--- src/rtl/core/ppg_heart_rate_detector_assert.svh ---
// assertion macros shared by the heart-rate detector rtl
// depends on nothing; included by the top level
`ifndef PPG_HEART_RATE_DETECTOR_ASSERT_SVH
`define PPG_HEART_RATE_DETECTOR_ASSERT_SVH

// implication checked on every rising clock edge outside reset
`define PHR_ASSERT_IMP(lbl, clk, rst_n, a, b) \
    lbl: assert property (@(posedge clk) disable iff (!rst_n) (a) |-> (b)) \
        else $error("assertion failed");

// next-cycle implication outside reset
`define PHR_ASSERT_NXT(lbl, clk, rst_n, a, b) \
    lbl: assert property (@(posedge clk) disable iff (!rst_n) (a) |=> (b)) \
        else $error("assertion failed");

`endif

--- src/rtl/core/phr_pkg.sv ---
// shared types, constants and helpers for the heart-rate detector
// depends on nothing
package phr_pkg;

    localparam int unsigned W_BITS      = 40;
    localparam int unsigned C_BITS      = 17;
    localparam int unsigned TS_BITS     = 32;
    localparam int unsigned BPM_BITS    = 16;
    localparam int unsigned DEF_TAPS    = 5;
    localparam int unsigned DEF_FRAC    = 16;
    localparam int unsigned COEF_FRAC   = 16;
    localparam int unsigned DIGIT_BITS  = 4;
    localparam logic [C_BITS-1:0] BW_B  = 17'd16072;
    localparam logic [C_BITS-1:0] BW_A  = 17'd33392;
    localparam logic [TS_BITS-1:0] BPM_NUM = 32'd60000;

    // register indexes on the write port
    localparam logic [2:0] REG_PEAK_THR  = 3'd0;
    localparam logic [2:0] REG_END_THR   = 3'd1;
    localparam logic [2:0] REG_BASELINE  = 3'd2;
    localparam logic [2:0] REG_GAIN      = 3'd3;
    localparam logic [2:0] REG_DC_ALPHA  = 3'd4;

    typedef logic signed [W_BITS-1:0] t_word;

    // sequencer steps
    typedef enum logic [3:0] {
        ST_IDLE,
        ST_DC_MUL,
        ST_DC_ADD,
        ST_MEAN_DIV,
        ST_LP_MUL_B,
        ST_LP_MUL_A,
        ST_BLEND_MUL,
        ST_DETECT,
        ST_BPM_DIV,
        ST_OUT
    } t_state;

    // multiplier request from the sequencer
    typedef struct packed {
        logic                   start;
        logic signed [W_BITS:0] a;
        logic [C_BITS-1:0]      c;
    } t_mul_req;

    // saturate a wide value to a signed word
    function automatic t_word sat40(input logic signed [W_BITS+2:0] x);
        logic signed [W_BITS+2:0] mx;
        logic signed [W_BITS+2:0] mn;
        begin
            mx = (W_BITS+3)'(signed'({1'b0, {(W_BITS-1){1'b1}}}));
            mn = -mx - (W_BITS+3)'(1);
            if (x > mx) sat40 = mx[W_BITS-1:0];
            else if (x < mn) sat40 = mn[W_BITS-1:0];
            else sat40 = x[W_BITS-1:0];
        end
    endfunction

endpackage

--- src/rtl/core/phr_serial_mul.sv ---
// digit-serial signed by unsigned coefficient multiplier, round half up by 2^16
// depends on phr_pkg
module phr_serial_mul
    import phr_pkg::*;
(
    input  logic                   i_clk,
    input  logic                   i_rst_n,
    input  t_mul_req               i_req,
    output logic                   o_done,
    output logic signed [W_BITS+1:0] o_prod
);
    localparam int unsigned PW    = W_BITS + 1 + C_BITS + 1;
    localparam int unsigned STEPS = (C_BITS + DIGIT_BITS - 1) / DIGIT_BITS;
    localparam int unsigned CW    = $clog2(STEPS + 1);

    logic signed [PW-1:0]     r_acc;
    logic signed [W_BITS:0]   r_a;
    logic [STEPS*DIGIT_BITS-1:0] r_c;
    logic [CW-1:0]            r_cnt;
    logic                     r_busy;
    logic                     r_done;
    logic signed [PW-1:0]     n_part;
    logic signed [PW-1:0]     w_rnd;

    // one coefficient digit per cycle, most significant first
    always_comb begin
        n_part = (r_acc <<< DIGIT_BITS)
               + PW'(r_a) * signed'({1'b0, r_c[STEPS*DIGIT_BITS-1 -: DIGIT_BITS]});
        w_rnd = (r_acc + (PW'(1) <<< (COEF_FRAC-1))) >>> COEF_FRAC;
    end

    always_ff @(posedge i_clk) begin
        if (!i_rst_n) begin
            r_busy <= 1'b0;
            r_done <= 1'b0;
            r_cnt  <= '0;
        end else begin
            r_done <= 1'b0;
            if (i_req.start) begin
                r_busy <= 1'b1;
                r_cnt  <= CW'(STEPS);
            end else if (r_busy) begin
                if (r_cnt == CW'(1)) begin
                    r_busy <= 1'b0;
                    r_done <= 1'b1;
                end
                r_cnt <= r_cnt - CW'(1);
            end
        end
    end

    always_ff @(posedge i_clk) begin
        if (i_req.start) begin
            r_acc <= '0;
            r_a   <= i_req.a;
            r_c   <= (STEPS*DIGIT_BITS)'(i_req.c);
        end else if (r_busy) begin
            r_acc <= n_part;
            r_c   <= r_c << DIGIT_BITS;
        end
    end

    assign o_done = r_done;
    assign o_prod = w_rnd[W_BITS+1:0];
endmodule

--- src/rtl/core/phr_serial_div.sv ---
// restoring divider, one quotient bit per cycle
// depends on phr_pkg
module phr_serial_div
    import phr_pkg::*;
#(
    parameter int unsigned N_BITS = 44,
    parameter int unsigned D_BITS = 32
)(
    input  logic              i_clk,
    input  logic              i_rst_n,
    input  logic              i_start,
    input  logic [N_BITS-1:0] i_num,
    input  logic [D_BITS-1:0] i_den,
    output logic              o_done,
    output logic [N_BITS-1:0] o_quo
);
    localparam int unsigned CW = $clog2(N_BITS + 1);

    logic [N_BITS-1:0] r_q;
    logic [D_BITS:0]   r_rem;
    logic [D_BITS-1:0] r_den;
    logic [CW-1:0]     r_cnt;
    logic              r_busy;
    logic              r_done;
    logic [D_BITS:0]   n_trial;
    logic [D_BITS:0]   n_sh;

    // shift in one numerator bit and try the subtract
    always_comb begin
        n_sh    = {r_rem[D_BITS-1:0], r_q[N_BITS-1]};
        n_trial = n_sh - {1'b0, r_den};
    end

    always_ff @(posedge i_clk) begin
        if (!i_rst_n) begin
            r_busy <= 1'b0;
            r_done <= 1'b0;
            r_cnt  <= '0;
        end else begin
            r_done <= 1'b0;
            if (i_start) begin
                r_busy <= 1'b1;
                r_cnt  <= CW'(N_BITS);
            end else if (r_busy) begin
                if (r_cnt == CW'(1)) begin
                    r_busy <= 1'b0;
                    r_done <= 1'b1;
                end
                r_cnt <= r_cnt - CW'(1);
            end
        end
    end

    always_ff @(posedge i_clk) begin
        if (i_start) begin
            r_q   <= i_num;
            r_rem <= '0;
            r_den <= i_den;
        end else if (r_busy) begin
            if (!n_trial[D_BITS]) begin
                r_rem <= n_trial;
                r_q   <= {r_q[N_BITS-2:0], 1'b1};
            end else begin
                r_rem <= n_sh;
                r_q   <= {r_q[N_BITS-2:0], 1'b0};
            end
        end
    end

    assign o_done = r_done;
    assign o_quo  = r_q;
endmodule

--- src/rtl/core/ppg_heart_rate_detector.sv ---
// PPG heart-rate detector: one sample in, one smoothed value, beat flag and bpm out.
// Each item runs through the sequencer until its result is in the output register and
// the next item can be taken. The sequencer steps are four serial multiplies of 5 digit
// steps on a shared 4-bit-digit unit, a serial mean division of 44 steps and, on a beat
// with a nonzero interval, a serial bpm division of 44 steps on a shared
// one-bit-per-cycle divider. One item is in work at a time; a finished result sits in an
// output register so the next item is taken while it waits, and a stalled output holds
// the last step.
// depends on phr_pkg, phr_serial_mul, phr_serial_div and the assertion header
`include "ppg_heart_rate_detector_assert.svh"
module ppg_heart_rate_detector
    import phr_pkg::*;
#(
    parameter int unsigned MEAN_TAPS = DEF_TAPS,
    parameter int unsigned FRAC_BITS = DEF_FRAC
)(
    input  logic                     i_clk,
    input  logic                     i_rst_n,
    input  logic                     i_cfg_we,
    input  logic [2:0]               i_cfg_index,
    input  logic [W_BITS-1:0]        i_cfg_data,
    input  logic                     i_valid,
    output logic                     o_ready,
    input  logic [15:0]              i_ir_sample,
    input  logic [TS_BITS-1:0]       i_timestamp_ms,
    output logic                     o_valid,
    input  logic                     i_ready,
    output logic signed [W_BITS-1:0] o_smoothed_value,
    output logic                     o_beat,
    output logic [BPM_BITS-1:0]      o_rate_bpm
);
    localparam int unsigned SUM_BITS = W_BITS + $clog2(MEAN_TAPS) + 1;
    localparam int unsigned DIV_N    = SUM_BITS;
    localparam int unsigned DIV_D    = TS_BITS;

    // configuration
    t_word            r_peak_thr, r_end_thr, r_base;
    logic [C_BITS-1:0] r_gain;
    logic [15:0]      r_alpha;

    // filter and detector state
    t_word r_dc, r_lp, r_hp, r_sm, r_tmp;
    t_word r_acw [MEAN_TAPS];
    t_word r_shw [4];
    logic  r_armed, r_ended, r_rise_seen, r_latched, r_beat;
    logic [TS_BITS-1:0]  r_last_ts, r_ts;
    logic [15:0]         r_ir;
    logic [BPM_BITS-1:0] r_bpm;
    logic                r_neg;
    t_state r_state, n_state;

    // output register
    logic                r_ovalid;
    t_word               r_osm;
    logic                r_obeat;
    logic [BPM_BITS-1:0] r_obpm;

    t_mul_req w_mreq;
    logic     w_mdone;
    logic signed [W_BITS+1:0] w_mprod;
    logic     w_dstart, w_ddone;
    logic [DIV_N-1:0] w_dnum, w_dquo;
    logic [DIV_D-1:0] w_dden;
    logic signed [SUM_BITS-1:0] w_sum;
    logic [SUM_BITS-1:0] w_sum_mag;
    logic [TS_BITS-1:0]  w_intv;
    logic w_rise, w_fall, w_accept;
    logic signed [SUM_BITS-1:0] w_mean;
    t_word w_ac, w_fin_n, w_v1;
    logic w_armed1, w_hit, w_end, w_ended1, w_rs1, w_clr;

    phr_serial_mul u_mul (
        .i_clk   (i_clk),
        .i_rst_n (i_rst_n),
        .i_req   (w_mreq),
        .o_done  (w_mdone),
        .o_prod  (w_mprod)
    );

    phr_serial_div #(.N_BITS(DIV_N), .D_BITS(DIV_D)) u_div (
        .i_clk   (i_clk),
        .i_rst_n (i_rst_n),
        .i_start (w_dstart),
        .i_num   (w_dnum),
        .i_den   (w_dden),
        .o_done  (w_ddone),
        .o_quo   (w_dquo)
    );

    assign o_ready  = (r_state == ST_IDLE);
    assign w_accept = i_valid && o_ready;

    // window sum over the taps
    always_comb begin
        w_sum = '0;
        for (int i = 0; i < MEAN_TAPS; i++) w_sum = w_sum + SUM_BITS'(r_acw[i]);
        w_sum_mag = w_sum[SUM_BITS-1] ? SUM_BITS'(-w_sum) : SUM_BITS'(w_sum);
        w_intv = r_ts - r_last_ts;
    end

    // shape tests on the window after the push
    assign w_rise = (r_shw[3] > r_shw[2]) && (r_shw[2] > r_shw[1]) && (r_shw[1] < r_shw[0]);
    assign w_fall = (r_shw[3] < r_shw[2]) && (r_shw[2] < r_shw[1]) && (r_shw[1] > r_shw[0]);

    // detector flags as updated in order: arm, beat, end, re-arm clear
    assign w_armed1 = r_armed || (r_sm > r_peak_thr);
    assign w_hit    = w_fall && w_armed1 && !r_latched;
    assign w_end    = (r_sm < r_end_thr) && w_armed1;
    assign w_ended1 = r_ended || w_end;
    assign w_rs1    = r_rise_seen || (w_rise && !r_armed);
    assign w_clr    = w_rise && w_rs1 && w_ended1;

    // sequencer next state and unit requests
    always_comb begin
        n_state  = r_state;
        w_mreq   = '0;
        w_dstart = 1'b0;
        w_dnum   = '0;
        w_dden   = '0;
        case (r_state)
            ST_IDLE: if (w_accept) n_state = ST_DC_MUL;
            ST_DC_MUL: begin
                w_mreq.start = 1'b1;
                w_mreq.a = (W_BITS+1)'(r_dc);
                w_mreq.c = C_BITS'(r_alpha);
                n_state = ST_DC_ADD;
            end
            ST_DC_ADD: if (w_mdone) n_state = ST_MEAN_DIV;
            ST_MEAN_DIV: begin
                if (r_tmp == '0) begin
                    w_dstart = 1'b1;
                    w_dnum = w_sum_mag;
                    w_dden = DIV_D'(MEAN_TAPS);
                end
                if (w_ddone) n_state = ST_LP_MUL_B;
            end
            ST_LP_MUL_B: if (w_mdone) n_state = ST_LP_MUL_A;
            ST_LP_MUL_A: if (w_mdone) n_state = ST_BLEND_MUL;
            ST_BLEND_MUL: if (w_mdone) n_state = ST_DETECT;
            ST_DETECT: begin
                if (w_hit) begin
                    if (w_intv == '0) n_state = ST_OUT;
                    else begin
                        w_dstart = 1'b1;
                        w_dnum = DIV_N'(BPM_NUM);
                        w_dden = w_intv;
                        n_state = ST_BPM_DIV;
                    end
                end else n_state = ST_OUT;
            end
            ST_BPM_DIV: if (w_ddone) n_state = ST_OUT;
            ST_OUT: if (!r_ovalid || i_ready) n_state = ST_IDLE;
            default: n_state = ST_IDLE;
        endcase
        // start multiplies on state entry
        if (r_state == ST_MEAN_DIV && w_ddone) begin
            w_mreq.start = 1'b1;
            w_mreq.c = BW_B;
            w_mreq.a = (W_BITS+1)'(w_ac);
        end
        if (r_state == ST_LP_MUL_B && w_mdone) begin
            w_mreq.start = 1'b1;
            w_mreq.a = (W_BITS+1)'(r_lp);
            w_mreq.c = BW_A;
        end
        if (r_state == ST_LP_MUL_A && w_mdone) begin
            w_mreq.start = 1'b1;
            w_mreq.a = (W_BITS+1)'(w_fin_n) - (W_BITS+1)'(r_base);
            w_mreq.c = r_gain;
        end
    end

    // the operand of the B and gain multiplies is settled in the same cycle
    always_comb begin
        w_mean = w_ddone ? (r_neg ? -SUM_BITS'(w_dquo) : SUM_BITS'(w_dquo)) : '0;
        w_ac   = sat40((W_BITS+3)'(w_mean) - (W_BITS+3)'(r_hp));
        w_v1   = sat40((W_BITS+3)'(r_tmp) + (W_BITS+3)'(w_mprod));
        w_fin_n = sat40((W_BITS+3)'(r_lp) + (W_BITS+3)'(w_v1));
    end

    always_ff @(posedge i_clk) begin
        if (!i_rst_n) r_state <= ST_IDLE;
        else r_state <= n_state;
    end

    // datapath
    always_ff @(posedge i_clk) begin
        if (!i_rst_n) begin
            r_peak_thr <= t_word'(65536);
            r_end_thr <= '0;
            r_base <= t_word'(19661);
            r_gain <= C_BITS'(53620);
            r_alpha <= 16'd62259;
            r_dc <= '0; r_lp <= '0;
            for (int i = 0; i < MEAN_TAPS; i++) r_acw[i] <= '0;
            for (int i = 0; i < 4; i++) r_shw[i] <= '0;
            r_armed <= 1'b0; r_ended <= 1'b0; r_rise_seen <= 1'b0; r_latched <= 1'b0;
            r_last_ts <= '0; r_bpm <= '1; r_beat <= 1'b0;
            r_ovalid <= 1'b0; r_tmp <= '0;
        end else begin
            if (i_cfg_we) begin
                case (i_cfg_index)
                    REG_PEAK_THR: r_peak_thr <= i_cfg_data;
                    REG_END_THR:  r_end_thr <= i_cfg_data;
                    REG_BASELINE: r_base <= i_cfg_data;
                    REG_GAIN:     r_gain <= i_cfg_data[C_BITS-1:0];
                    REG_DC_ALPHA: r_alpha <= i_cfg_data[15:0];
                    default: ;
                endcase
            end
            // output register handshake
            if (r_state == ST_OUT && (!r_ovalid || i_ready)) r_ovalid <= 1'b1;
            else if (r_ovalid && i_ready) r_ovalid <= 1'b0;
            case (r_state)
                ST_IDLE: if (w_accept) begin
                    r_ir <= i_ir_sample;
                    r_ts <= i_timestamp_ms;
                end
                ST_DC_ADD: if (w_mdone) begin
                    r_tmp <= '0;
                    r_dc <= sat40((W_BITS+3)'({r_ir, FRAC_BITS'(0)}) + (W_BITS+3)'(w_mprod));
                    r_hp <= sat40((W_BITS+3)'(sat40((W_BITS+3)'({r_ir, FRAC_BITS'(0)})
                            + (W_BITS+3)'(w_mprod))) - (W_BITS+3)'(r_dc));
                    for (int i = 0; i < MEAN_TAPS-1; i++) r_acw[i] <= r_acw[i+1];
                    r_acw[MEAN_TAPS-1] <= sat40((W_BITS+3)'(sat40((W_BITS+3)'(
                            {r_ir, FRAC_BITS'(0)}) + (W_BITS+3)'(w_mprod)))
                            - (W_BITS+3)'(r_dc));
                end
                ST_MEAN_DIV: begin
                    if (r_tmp == '0) begin
                        r_neg <= w_sum[SUM_BITS-1];
                        r_tmp <= t_word'(1);
                    end
                end
                ST_LP_MUL_B: if (w_mdone) r_tmp <= w_mprod[W_BITS-1:0];
                ST_LP_MUL_A: if (w_mdone) r_lp <= w_v1;
                ST_BLEND_MUL: if (w_mdone) begin
                    r_sm <= sat40((W_BITS+3)'(r_base) + (W_BITS+3)'(w_mprod));
                    for (int i = 0; i < 3; i++) r_shw[i] <= r_shw[i+1];
                    r_shw[3] <= sat40((W_BITS+3)'(r_base) + (W_BITS+3)'(w_mprod));
                end
                ST_DETECT: begin
                    r_beat      <= w_hit;
                    r_armed     <= w_armed1 && !w_end;
                    r_ended     <= w_ended1 && !w_clr;
                    r_rise_seen <= w_rs1 && !w_clr;
                    r_latched   <= (r_latched || w_hit) && !w_clr;
                    if (w_hit) begin
                        r_last_ts <= r_ts;
                        if (w_intv == '0) r_bpm <= '1;
                    end
                end
                ST_BPM_DIV: if (w_ddone) begin
                    if (w_dquo == '0 || w_dquo > DIV_N'(16'hFFFF)) r_bpm <= '1;
                    else r_bpm <= w_dquo[BPM_BITS-1:0];
                end
                ST_OUT: if (!r_ovalid || i_ready) begin
                    r_osm <= r_sm;
                    r_obeat <= r_beat;
                    r_obpm <= r_bpm;
                end
                default: ;
            endcase
        end
    end

    // outputs come straight from the output register
    assign o_valid = r_ovalid;
    assign o_smoothed_value = r_osm;
    assign o_beat = r_obeat;
    assign o_rate_bpm = r_obpm;

    `PHR_ASSERT_IMP(a_ready_idle, i_clk, i_rst_n, o_ready, r_state == ST_IDLE)
    `PHR_ASSERT_NXT(a_arm_end, i_clk, i_rst_n, (r_state == ST_DETECT) && w_end, !r_armed)
    `PHR_ASSERT_IMP(a_beat_latched, i_clk, i_rst_n, (r_state == ST_OUT) && r_beat, r_last_ts == r_ts)
endmodule

--- config.mk ---
export PLATFORM = sky130hd
export DESIGN_NAME = ppg_heart_rate_detector
export DESIGN_NICKNAME = d
export VERILOG_FILES = /design/src/rtl/core/phr_pkg.sv /design/src/rtl/core/phr_serial_mul.sv /design/src/rtl/core/phr_serial_div.sv /design/src/rtl/core/ppg_heart_rate_detector.sv
export VERILOG_INCLUDE_DIRS = /design/src /design/src/rtl/core
export SDC_FILE = /design/constraint.sdc
export NUM_CORES = 2
export LEC_CHECK = 0
export ABC_CLOCK_PERIOD_IN_PS = 10100
export BUFFER_PORTS_ARGS = -buffer_cell sky130_fd_sc_hd__buf_4
export CAP_MARGIN = 20
export CORE_MARGIN = 1.5
export CORE_UTILIZATION = 58
export CTS_CLUSTER_DIAMETER = 50
export DETAILED_ROUTE_END_ITERATION = 8
export GPL_TIMING_DRIVEN = 0
export PLACE_DENSITY = 0.79
export REMOVE_ABC_BUFFERS = 1
export SLEW_MARGIN = 20
export SYNTH_ARGS = -nofsm -noshare
export SYNTH_HDL_FRONTEND = slang
export SYNTH_SLANG_ARGS = --single-unit
--- constraint.sdc ---
create_clock -name i_clk -period 10.1 [get_ports i_clk]
set_input_delay 2.02 -clock i_clk [delete_from_list [all_inputs] [get_ports i_clk]]
set_output_delay 2.02 -clock i_clk [all_outputs]
set_load 0.1 [all_outputs]
==> impl_results.md <==
* Global Route Usage Sum at 34.0%
* Die W at 376 um
* CTS Buf Count at 152
* DR vias at 68400
* Synth cell types at 115
* Top cell type by total area after synthesis: edfxtp_1
* Fin nets at 9891
* Leakage at 0.0393 uW
* Worst-margin pin slew at between 1.5 and 2 ns
* Post-synth EDFFs at 680
* Failing checks: max-capacitance violations, max-slew violations, negative setup slack
* Synth area leaders: edfxtp_1, ha_1, dfxtp_1, fa_1, a21oi_1
* Rel. slew slack at -21.9%
* TritonCTS clock tree: done
* Max IR drop VDD at 0.000289 V
* Sink Count at roughly 1100
* Yosys top cell area share at 25.3%
* H-tree levels at 4
* Site row count at 136
* FF/Latch Area at 29300 um2
* Critical path arrival at ~12 ns
* FILL cells at 10500
* CTS root buf: clkbuf_16
* Worst hold path startpoint: r_beat
* Critical Path RT at 10.58 ns
* Placed Area at 84400 um2
* Core area at ~140000 um2
* Die area at 141000 um2
* Top FF cell, synth: edfxtp_1
* Reg2reg path depth at 48
* Critical Path Sink Type: register
* Routed len/inst at 23.2 um
* Vias per cell at between 6 and 7
* Post-route DRC violation count at 0
* Post-DRT Antenna Nets at 0
* Reg-to-reg slack, setup at -1.53 ns
* Share of layout cells above drive strength 1 at 11.9%
* FF-to-FF Start: u_mul.r_acc[31]
* Die H at between 300 and 400 um
* Sw Pwr at ~11000 uW
* Critical setup path kind: reg2reg
* Max Slew Vio Count at 9
* Syn Inst Count at 8639
* Worst-path clk slew at 0.06 ns
* Min-Delay Endpoint: o_beat
* Sequential Power Share at 23.0%
* Largest net degree at the start of global routing at 145
* P_int at 14200 uW
* Critical path's top delay family: compound AO/OA/AOI/OAI gates
* Hold Path Stages at 0
* Worst-path fanout max at 6
* Number of synthesis warnings at 0
* Unrepaired setup endpoints after global routing: true
* Crit path launch type: register
* Placed wire-length estimate at between 150000 and 200000 um
* Maximum achievable frequency at 86.0 MHz
* Area Growth Syn to Fin at 15.5%
* Final Cycle Share at 115%
* Iter 0 DRT Violations at ~7500
* Hold WS at 0.431 ns
* End of the worst register-to-register path: u_mul.r_a[30]
* Cts hold-fix bufs at 0
* Worst hold path type: reg2reg
* Status: finished, violations left
* GRT overflow at 0
* Sw frac at 43.7%
* Final hold violations at 0
* Slowest-stage cell, CP: a222oi_1
* Vias in the first global route at around 65000
* Multi-input gate area at about 50000 um2
* Clock skew at 0.0414 ns
* Max-cap viol count at 1
* Delay of the slowest critical-path stage at 0.74 ns
* Final setup viols at 39
* Fin crit period at around 12 ns
* Drt first pass iters at 9
* Design area at ~93000 um2
* Logic pwr share at 54.6%
* Cell area after synthesis at 80700 um2
* Initial antenna violation count at 15
* Number of synthesized register bits at 1117
* Clock power frac at 22.5%
* Number of I/O port buffers at 154
* Ys async rst share at 0%
* Placer Congestion at 1.01
* Skew-Pair Late Insertion Delay at 0.82 ns
* Pre-CTS WS at -5.27 ns
* Seq/Total Area, Yosys at a little over a third
* Syn_area_per_cell at 9.34 um2
* IO Pins at 155
* Initial Util at ~59%
* CP bufs+invs at 7
* Final WL at 249000 um
* First-pass GRT wire length at 373000 um
* Pwr per Cell Area at 271 nW/um2
* Final setup margin at -1.53 ns
* Clock buffer depth at 3
## flip-flops by register name, indices dropped and copies added (netlist names), 41 cells and up
| register | count |
|---|---|
| r_acw | 200 |
| r_shw | 160 |
| u_div.o_quo | 44 |
| u_mul.r_acc | 58 |
| u_mul.r_a | 41 |
## layout by cell type, fill, tap and decap left out, drive strengths merged, types with 23 or more instances in the layout
cell type,count
dfxtp,437
nand3,168
nor3,208
a21oi,721
nor2,638
nand4,98
o211ai,74
or3,46
a31oi,55
nor2b,80
xor2,210
a22o,30
a21o,299
or2,31
o31ai,42
buf,385
o21bai,51
edfxtp,680
a211oi,85
o21a,79
nand2,773
o221ai,30
inv,627
xnor2,261
nand2b,69
a222oi,28
and2,407
fa,279
nor4,38
o21ai,393
and3,59
clkbuf,194
o22ai,29
clkinv,44
a221o,23
mux2i,111
ha,706
a22oi,50
## per-stage QoR
| stage | power (uW) | setup TNS, ns | utilization, % | cells |
|---|---|---|---|---|
| floorplan | 14600 | -1180.16 | - | 8263 |
| global placement | 17600 | -5940.34 | 60.0 | 10200 |
| detailed placement | 18100 | -236.03 | 61.2 | 10300 |
| CTS | 24500 | -10.18 | 66.8 | 10700 |
| global route | 26700 | -39.85 | 67.6 | 10700 |
| finish | 25300 | -34.43 | 67.6 | 10700 |
## worst max path at each step
stage	startpoint	end	slack (ns)	cells after the start
2_1_floorplan	u_mul.r_acc[26]	u_mul.r_a[38]	-4.01	42
3_3_place_gp	i_rst_n	r_shw[3][33]	-17.32	5
3_5_place_dp	u_mul.r_acc[15]	u_mul.r_a[30]	-5.27	48
4_1_cts	u_mul.r_acc[28]	u_mul.r_a[30]	-0.81	49
5_1_grt	u_mul.r_acc[31]	u_mul.r_a[30]	-1.65	48
6_report	u_mul.r_acc[31]	u_mul.r_a[30]	-1.53	48
## cell type report
cell class / count / share of cell area [%]
Antenna cell: 7 / 0.0188
Timing Repair Buffer: 389 / 4.21
Clock buffer: 193 / 4.58
Multi-Input combinational cell: 6545 / 53.7
Inverter: 605 / 2.48
Clock inverter: 90 / 1.20
Sequential cell: 1117 / 31.4
Tap cell: 1794 / 2.41
## worst reg2reg max path: cells and delay by family, from the launching register on
kind | cells | cell delay, ns
compound gates | 24 | 5.70
simple gates | 11 | 2.64
fa+ha+maj | 4 | 1.23
buf+inv | 7 | 0.78
xor+xnor | 1 | 0.35
flops | 1 | 0.33
mux | 1 | 0.25
## power groups by stage
stage | registers, uW | clock network, uW | logic, uW
final | 5810 | 5680 | 13800
after global routing | 5840 | 5900 | 14900
after CTS | 5790 | 5710 | 13000
after detailed placement | 5880 | 0 | 12200
after global placement | 5970 | 0 | 11700
after floorplan | 5770 | 0 | 8870
## what timing repair did
action	CTS	global route
gates resized for setup	282	123
endpoints found under the setup margin	121	106
pin swaps	108	118
setup buffers	109	56
gates cloned	5	2
## cells in the mapped netlist (all sizes together), types with 16 or more instances
cell,number
a2111oi,17
a211oi,85
a21boi,22
a21o,299
a21oi,721
a221o,23
a222oi,28
a22o,30
a22oi,50
a31o,16
a31oi,55
and2,407
and3,59
and4,22
buf,32
clkbuf,344
dfxtp,437
edfxtp,680
fa,279
ha,706
inv,602
mux2i,111
nand2,773
nand2b,69
nand3,168
nand4,98
nor2,638
nor2b,80
nor3,208
nor4,38
o2111ai,20
o211ai,74
o21a,79
o21ai,393
o21bai,51
o221ai,30
o22ai,29
o311ai,17
o31ai,42
o32a,18
or2,31
or3,46
or4,20
xnor2,261
xor2,210
## cells by family (layout without fill, tap and decap cells)
| kind of cell | count (synthesis) | count (layout) | synth area share (%) |
|---|---|---|---|
| xor+xnor | 471 | 471 | 5.15 |
| compound gates | 2241 | 2245 | 18.1 |
| fa+ha+maj | 996 | 996 | 18.0 |
| simple gates | 2717 | 2717 | 16.5 |
| mux | 116 | 116 | 1.45 |
| other cells | 0 | 7 | 0 |
| buf+inv | 981 | 1277 | 4.64 |
| flops | 1117 | 1117 | 36.1 |
## layer usage
metal / vias to the layer above / part of all wire [%] / global-route usage [%]
li1: 31400 / - / -
met4: 6 / 4.9 / 14.9
met3: 714 / 10 / 8.07
met2: 3294 / 45 / 52.7
met5: - / 0.029 / 0
met1: 33000 / 40 / 45.4
No activity file was read; power rests on OpenSTA's default activity.
